==> src/hw/rtl/bpm_pkg.sv <==
`timescale 1ns / 1ps

package bpm_pkg;

	localparam int BYTE_W    = 8;
	localparam int LEN_W     = 5;
	localparam int WIN_W     = 16;
	localparam int FSIZE_W   = 32;
	localparam int OFF_W     = 32;
	localparam int CLEN_W    = 16;
	localparam int CFG_W     = 64;
	localparam int CFG_IDX_W = 2;

	localparam int S_TDATA_W = 40;
	localparam int M_TDATA_W = 80;

	localparam int MAX_NEEDLE_DEF    = 16;
	localparam int POSITION_BITS_DEF = 32;

	localparam logic [CFG_IDX_W-1:0] REG_NEEDLE_LO  = 2'd0;
	localparam logic [CFG_IDX_W-1:0] REG_NEEDLE_HI  = 2'd1;
	localparam logic [CFG_IDX_W-1:0] REG_NEEDLE_LEN = 2'd2;
	localparam logic [CFG_IDX_W-1:0] REG_WINDOW     = 2'd3;

	localparam logic [LEN_W-1:0] NEEDLE_LEN_RESET = 5'd1;
	localparam logic [WIN_W-1:0] WINDOW_RESET     = 16'd40;

	typedef logic [BYTE_W-1:0] byte_t;

endpackage

==> src/hw/rtl/byte_pattern_match_with_context_top.sv <==
`timescale 1ns / 1ps

// channel | dir | tdata (low bit up)                          | tuser | tlast
// s_*     | in  | data_byte[7:0] file_size[39:8]              | -     | end_of_file
// m_*     | out | match_offset[31:0] context_start[63:32]     | -     | -
//         |     | context_length[79:64]                       |       |
// cfg_*   | in  | write: cfg_index selects register, cfg_data |       |
//
// One byte accepted per cycle while s_tready is high.
// Pipeline: input register with history/position, compare and window start,
// then window clipping in the output register.
// arst_n clears the history, position, pipeline valids and registers.
// Each stage holds only while the one after it is full, so m_tready low
// stalls s_tready only once the pipeline has filled.

module byte_pattern_match_with_context_top import bpm_pkg::*; #(
	parameter int MAX_NEEDLE    = MAX_NEEDLE_DEF,
	parameter int POSITION_BITS = POSITION_BITS_DEF
) (
	input  logic                 clk,
	input  logic                 arst_n,
	input  logic                 s_tvalid,
	output logic                 s_tready,
	input  logic [S_TDATA_W-1:0] s_tdata,   // data_byte, file_size
	input  logic                 s_tlast,
	output logic                 m_tvalid,
	input  logic                 m_tready,
	output logic [M_TDATA_W-1:0] m_tdata,   // match_offset, context_start, context_length
	input  logic                 cfg_we,
	input  logic [CFG_IDX_W-1:0] cfg_index,
	input  logic [CFG_W-1:0]     cfg_data
);

	localparam int REC_D = (MAX_NEEDLE > 1) ? MAX_NEEDLE - 1 : 1;
	localparam int POS_W = POSITION_BITS;
	localparam int EXT_W = ((POS_W > WIN_W) ? POS_W : WIN_W) + 1;
	localparam int CMP_W = (EXT_W > FSIZE_W) ? EXT_W : FSIZE_W;

	// configuration
	logic [63:0]        needle_lo_q;
	logic [63:0]        needle_hi_q;
	logic [LEN_W-1:0]   len_q;
	logic [WIN_W-1:0]   win_q;

	always_ff @(posedge clk or negedge arst_n) begin
		if (!arst_n) begin
			needle_lo_q <= '0;
			needle_hi_q <= '0;
			len_q       <= NEEDLE_LEN_RESET;
			win_q       <= WINDOW_RESET;
		end else if (cfg_we) begin
			unique case (cfg_index)
				REG_NEEDLE_LO:  needle_lo_q <= cfg_data;
				REG_NEEDLE_HI:  needle_hi_q <= cfg_data;
				REG_NEEDLE_LEN: len_q       <= cfg_data[LEN_W-1:0];
				REG_WINDOW:     win_q       <= cfg_data[WIN_W-1:0];
				default: ;
			endcase
		end
	end

	byte_t [MAX_NEEDLE-1:0] needle;
	for (genvar k = 0; k < MAX_NEEDLE; k++) begin : g_needle
		if (k < 8) begin : g_lo
			assign needle[k] = needle_lo_q[8*k +: 8];
		end else begin : g_hi
			assign needle[k] = needle_hi_q[8*(k-8) +: 8];
		end
	end

	logic [LEN_W-1:0] len_eff;
	assign len_eff = (len_q > LEN_W'(MAX_NEEDLE)) ? LEN_W'(MAX_NEEDLE) : len_q;

	// flow control
	logic v1_s1, v2_s2, m_tvalid_q;
	logic out_free, s2_free, s1_free, accept;

	assign out_free = !m_tvalid_q || m_tready;
	assign s2_free  = !v2_s2 || out_free;
	assign s1_free  = !v1_s1 || s2_free;
	assign s_tready = s1_free;
	assign accept   = s_tvalid && s1_free;

	// history and position
	byte_t              cur;
	logic [FSIZE_W-1:0] fsize;
	byte_t [REC_D-1:0]  recent_q;
	logic [POS_W-1:0]   pos_q;
	logic [POS_W:0]     pos_inc;
	logic               elig;
	logic [POS_W-1:0]   off;

	assign cur     = s_tdata[BYTE_W-1:0];
	assign fsize   = s_tdata[BYTE_W +: FSIZE_W];
	assign pos_inc = {1'b0, pos_q} + (POS_W+1)'(1);
	assign elig    = (len_eff != '0) && (pos_inc >= (POS_W+1)'(len_eff));
	assign off     = POS_W'(pos_inc - (POS_W+1)'(len_eff));

	always_ff @(posedge clk or negedge arst_n) begin
		if (!arst_n) begin
			recent_q <= '0;
			pos_q    <= '0;
		end else if (accept) begin
			if (s_tlast) begin
				recent_q <= '0;
				pos_q    <= '0;
			end else begin
				recent_q[0] <= cur;
				for (int j = 1; j < REC_D; j++) begin
					recent_q[j] <= recent_q[j-1];
				end
				pos_q <= pos_inc[POS_W-1:0];
			end
		end
	end

	// stage 1: captured byte with its history snapshot
	byte_t              cur_s1;
	byte_t [REC_D-1:0]  recent_s1;
	logic [FSIZE_W-1:0] fsize_s1;
	logic               elig_s1;
	logic [POS_W-1:0]   off_s1;

	always_ff @(posedge clk or negedge arst_n) begin
		if (!arst_n) begin
			v1_s1 <= 1'b0;
		end else if (s1_free) begin
			v1_s1 <= s_tvalid;
		end
	end

	always_ff @(posedge clk) begin
		if (accept) begin
			cur_s1    <= cur;
			recent_s1 <= recent_q;
			fsize_s1  <= fsize;
			elig_s1   <= elig;
			off_s1    <= off;
		end
	end

	logic hit;

	bpm_compare #(
		.MAX_NEEDLE (MAX_NEEDLE),
		.REC_D      (REC_D)
	) u_compare (
		.cur    (cur_s1),
		.recent (recent_s1),
		.needle (needle),
		.len    (len_eff),
		.hit    (hit)
	);

	logic [EXT_W-1:0] off_x, win_x;
	logic [POS_W-1:0] from;

	assign off_x = EXT_W'(off_s1);
	assign win_x = EXT_W'(win_q);
	assign from  = (off_x > win_x) ? POS_W'(off_x - (win_x >> 1)) : '0;

	// stage 2: matches only
	logic [POS_W-1:0]   off_s2;
	logic [POS_W-1:0]   from_s2;
	logic [FSIZE_W-1:0] fsize_s2;

	always_ff @(posedge clk or negedge arst_n) begin
		if (!arst_n) begin
			v2_s2 <= 1'b0;
		end else if (s2_free) begin
			v2_s2 <= v1_s1 && elig_s1 && hit;
		end
	end

	always_ff @(posedge clk) begin
		if (s2_free && v1_s1) begin
			off_s2   <= off_s1;
			from_s2  <= from;
			fsize_s2 <= fsize_s1;
		end
	end

	// output: clip window at file end
	logic [CMP_W-1:0] end_x, fsize_x, from_x, to_x;
	logic [CLEN_W-1:0] clen;

	assign from_x  = CMP_W'(from_s2);
	assign end_x   = from_x + CMP_W'(win_q);
	assign fsize_x = CMP_W'(fsize_s2);
	assign to_x    = (end_x > fsize_x) ? fsize_x : end_x;
	assign clen    = (to_x > from_x) ? CLEN_W'(to_x - from_x) : '0;

	logic [M_TDATA_W-1:0] m_tdata_q;

	always_ff @(posedge clk or negedge arst_n) begin
		if (!arst_n) begin
			m_tvalid_q <= 1'b0;
		end else if (out_free) begin
			m_tvalid_q <= v2_s2;
		end
	end

	always_ff @(posedge clk) begin
		if (out_free && v2_s2) begin
			m_tdata_q <= {clen, OFF_W'(from_s2), OFF_W'(off_s2)};
		end
	end

	assign m_tvalid = m_tvalid_q;
	assign m_tdata  = m_tdata_q;

	a_eof_clears_pos: assert property (@(posedge clk) disable iff (!arst_n)
		accept && s_tlast |=> pos_q == '0 && recent_q[0] == '0)
		else $error("position or history not cleared after end of file");

	a_pos_advances: assert property (@(posedge clk) disable iff (!arst_n)
		accept && !s_tlast |=> pos_q == $past(pos_inc[POS_W-1:0]))
		else $error("position did not advance");

	a_history_shift: assert property (@(posedge clk) disable iff (!arst_n)
		accept && !s_tlast |=> recent_q[0] == $past(cur))
		else $error("history did not take the accepted byte");

	a_from_le_off: assert property (@(posedge clk) disable iff (!arst_n)
		v2_s2 |-> from_s2 <= off_s2)
		else $error("window start beyond match offset");

	a_clen_le_win: assert property (@(posedge clk) disable iff (!arst_n)
		m_tvalid_q |-> m_tdata_q[M_TDATA_W-1 -: CLEN_W] <= win_q)
		else $error("context length exceeds window size");

endmodule

==> src/hw/rtl/bpm_compare.sv <==
`timescale 1ns / 1ps

module bpm_compare import bpm_pkg::*; #(
	parameter int MAX_NEEDLE = MAX_NEEDLE_DEF,
	parameter int REC_D      = (MAX_NEEDLE > 1) ? MAX_NEEDLE - 1 : 1
) (
	input  byte_t                  cur,
	input  byte_t [REC_D-1:0]      recent,
	input  byte_t [MAX_NEEDLE-1:0] needle,
	input  logic  [LEN_W-1:0]      len,
	output logic                   hit
);

	localparam int IDX_W = (MAX_NEEDLE > 1) ? $clog2(MAX_NEEDLE) : 1;

	byte_t [MAX_NEEDLE-1:0] win;

	// win[0] is the current byte, win[j] the byte j positions back
	assign win[0] = cur;
	for (genvar j = 1; j < MAX_NEEDLE; j++) begin : g_win
		assign win[j] = recent[j-1];
	end

	always_comb begin
		logic [LEN_W-1:0] diff;
		diff = '0;
		hit  = (len != '0);
		for (int k = 0; k < MAX_NEEDLE; k++) begin
			if (LEN_W'(k) < len) begin
				diff = len - LEN_W'(1) - LEN_W'(k);
				if (win[diff[IDX_W-1:0]] != needle[k]) begin
					hit = 1'b0;
				end
			end
		end
	end

endmodule
==> config.mk <==
export PLATFORM = sky130hd
export DESIGN_NAME = byte_pattern_match_with_context_top
export DESIGN_NICKNAME = d
export VERILOG_FILES = /design/src/hw/rtl/bpm_pkg.sv /design/src/hw/rtl/byte_pattern_match_with_context_top.sv /design/src/hw/rtl/bpm_compare.sv
export SDC_FILE = /design/constraint.sdc
export NUM_CORES = 1
export LEC_CHECK = 0
export BUFFER_PORTS_ARGS = -buffer_cell sky130_fd_sc_hd__buf_2
export CORE_MARGIN = 4
export CORE_UTILIZATION = 35
export CTS_BUF_LIST = sky130_fd_sc_hd__clkbuf_8
export CTS_CLUSTER_SIZE = 16
export DETAILED_ROUTE_END_ITERATION = 6
export HOLD_SLACK_MARGIN = 0.08
export PLACE_DENSITY_LB_ADDON = 0.08
export SLEW_MARGIN = 20
export SYNTH_ARGS = -nofsm -noshare
export SYNTH_HDL_FRONTEND = slang
export SYNTH_SLANG_ARGS = --single-unit
==> constraint.sdc <==
create_clock -name clk -period 15.2 [get_ports clk]
set_input_delay 1.52 -clock clk [delete_from_list [all_inputs] [get_ports clk]]
set_output_delay 1.52 -clock clk [all_outputs]
set_load 0.02 [all_outputs]
==> qor.yml <==
critical_path:
  crit_required_ns: 15.68
  cp.arrival_ns: 9.42
  r2r-start: "from_s2[0]"
  cp_max_fo: 54
  slowest_delay_ns: 0.46
  crit_path_top_delay_cell: "buf_4"
  end_kind: "flip-flop"
  worst-r2r-cell-count: 38
  critical_path_class: "flip-flop to flip-flop"
  startpoint_type: "flip-flop"
  cp_common_cell: "a21oi_1"
  crit_end: "m_tdata[67]"
  worstReg2RegEnd: "m_tdata[67]"
  startpoint: "from_s2[0]"
  ff2ff_setup_slack_ns: 6.26
timing:
  skew_ns: 0.0465
  post-route-period-util_pct: 58.8
  layout_setup_ws_ns: 6.26
  hold_ws_ns: 0.406
  rsz0062_at_grt: "false"
  hold_viol_final: 0
  fmax_mhz: 112
  worstMarginPinSlew_ns: 1.12
  fin_tns_setup_ns: 0
  setup_viol_count_final: 0
  slew_headroom_pct: 25.6
  slew_viol_final: 0
  fin_crit_ns: 8.94
routing:
  viasPerCell: 5.36
  detail-route-antenna-nets: 0
  dr.pass1.iters: 5
  drtIter0Drc: 2082
  avgRoutedWirePerCell_um: 24.4
  finalWirelength_um: 119000
  num_vias: 26287
  route.detailed.drc: 0
power_and_ir_drop:
  p_sw_share_pct: 38.1
  pwr-share-clk_pct: 24.8
  comb_power_share_pct: 41.4
  net-switching-power_mw: 2.62
  seqPwrFrac_pct: 33.8
  cell_internal_pwr_mw: 4.26
  ir_drop_v: 0.0000767
  p_leak_nw: 17.4
  power_density_nw_per_um2: 161
logic_synthesis:
  synth_edf_count: 369
  syn_nets: 3453
  yosysSeqAreaShare_pct: 49.3
  postSynthAreaPerCell_um2: 11.8
  yosysMostFrequentCell: "edfxtp_1"
  synth_area_leader_cell: "edfxtp_1"
  synth_area_leaders: "edfxtp_1, dfrtp_1, mux2i_1, mux4_2, mux2_2"
  synth_cells: 3209
  ys_ff_latch: 673
  ys_types: 88
  ys_top_cells_by_count: "edfxtp_1, dfrtp_1, nand2_1, mux2i_1, o21ai_0"
  yosysWarnings: 0
  async_reset_ff_share_pct: 45.2
  syn_area_um2: 37900
  synth.top_cell.area_share_pct: 29.3
  synthFlopType: "edfxtp_1"
global_route:
  grt_pass1_wl_um: 176000
  grt_overflow_total: 0
  grt_usage_pct: 20.8
  grt_pass1_vias: 26240
  grt_max_degree: 116
  antenna_found_initial: 3
clock_network:
  cts_resized: 0
  post_cts.repair.setup_buffers: 0
  ctsHoldBuffers: 0
  clk_latency_ns: 0.79
  path_clk_slew_ns: 0.06
  clockRootBuffer: "clkbuf_8"
  cts_buffers: 118
  cts_num_sinks: 673
  h-tree-depth: 3
  cts_tree: "done"
  clockBufferDepth: 3
floorplanning:
  coreArea_um2: 107000
  fp.dieH_um: 337
  start_util_pct: 35.3
  die_w_um: 337
  dieArea_um2: 114000
  fp-row-count: 120
  ioPinCount: 194
min_path:
  hold_class: "flip-flop to flip-flop"
  hold_start: "fsize_s1[3]"
  min_path_cells: 0
placed_design:
  place_ws_ns: 6.28
  place_congestion: 0.875
  place_hpwl_um: 88600
  io_buffer_count: 193
layout:
  syn2layout_area_growth_pct: 12.8
  drive_gt1_share_pct: 20.6
  layout.nets: 3635
outcome:
  status: "completed"
flow_run:
  timing.max_cap.violations: 0
layout by cell type (no fill, tap or decap), types with 143 or more instances in the layout:
| cell type | synthesis | layout |
|---|---|---|
| buf_2 | 21 | 191 |
| dfrtp_1 | 301 | 301 |
| edfxtp_1 | 369 | 369 |
| inv_1 | 120 | 157 |
| mux2_2 | 169 | 169 |
| mux2i_1 | 263 | 263 |
| nand2_1 | 270 | 269 |
| nand2b_1 | 144 | 143 |
| o21ai_0 | 237 | 237 |
| xnor2_1 | 149 | 146 |
cell families after synthesis:
group | after synthesis | share of synthesized area, %
AO/OA/AOI/OAI | 546 | 8.97
XOR/XNOR | 238 | 5.54
adder cells (fa/ha/maj) | 132 | 4.44
buffers and inverters | 299 | 3.25
flip-flops | 673 | 49.3
multiplexers | 537 | 18.2
AND/OR/NAND/NOR | 784 | 10.3
layout make-up:
| cell class | count | area, um^2 |
|---|---|---|
| diodes | 6 | 15.0 |
| clock buffers | 139 | 1910 |
| clock inverters | 84 | 502 |
| fillers | 10329 | 64500 |
| inverters | 127 | 487 |
| multi-input cells | 2237 | 18100 |
| flip-flops and latches | 673 | 18700 |
| well taps | 1403 | 1760 |
| repair buffers | 234 | 1290 |
power by group through the flow:
stage	Sequential, mW	Combinational, mW	Clock [mW]
2_1_floorplan	2.27	2.08	0
3_3_place_gp	2.35	2.80	0
3_5_place_dp	2.36	2.83	0
4_1_cts	2.32	2.84	1.77
5_1_grt	2.34	3.10	1.86
6_report	2.32	2.85	1.71
per-stage QoR:
stage | instances | instance area, um^2 | power, mW | utilization, %
global placement | 4673 | 40300 | 5.16 | 37.6
detailed placement | 4674 | 40300 | 5.19 | 37.6
global route | 4899 | 42700 | 7.30 | 39.8
floorplan | 3209 | 37900 | 4.35 | -
CTS | 4897 | 42700 | 6.94 | 39.8
finish | 4903 | 42700 | 6.88 | 39.8
critical path: cells and delay by family (launching register included):
kind | cells | cell delay, ns
flip-flops | 1 | 0.43
XOR/XNOR | 1 | 0.20
AO/OA/AOI/OAI | 25 | 5.09
buffers and inverters | 2 | 0.55
AND/OR/NAND/NOR | 6 | 1.13
adder cells (fa/ha/maj) | 4 | 1.21
flip-flops by register name, indices dropped and copies added, names as in the netlist, 64 cells and up:
name         count
m_tdata         80
needle_lo_q     64
needle_hi_q     64
recent_q       120
recent_s1      120
how the worst min path moves through the flow:
stage / endpoint / slack [ns]
floorplan: fsize_s2[0] / 0.40
global placement: fsize_s2[26] / 0.40
detailed placement: fsize_s2[3] / 0.40
CTS: fsize_s2[3] / 0.41
global route: fsize_s2[5] / 0.42
finish: fsize_s2[3] / 0.41
per-layer routing:
| layer | vias up | wire length (um) | track usage [%] |
|---|---|---|---|
| met2 | 732 | 51100 | 30.7 |
| li1 | 12180 | - | - |
| met4 | 0 | 2390 | 5.17 |
| met3 | 145 | 9290 | 5.65 |
| met5 | - | 0 | 0 |
| met1 | 13230 | 56600 | 30.2 |
Note: power is estimated with default switching activity, not from simulation.
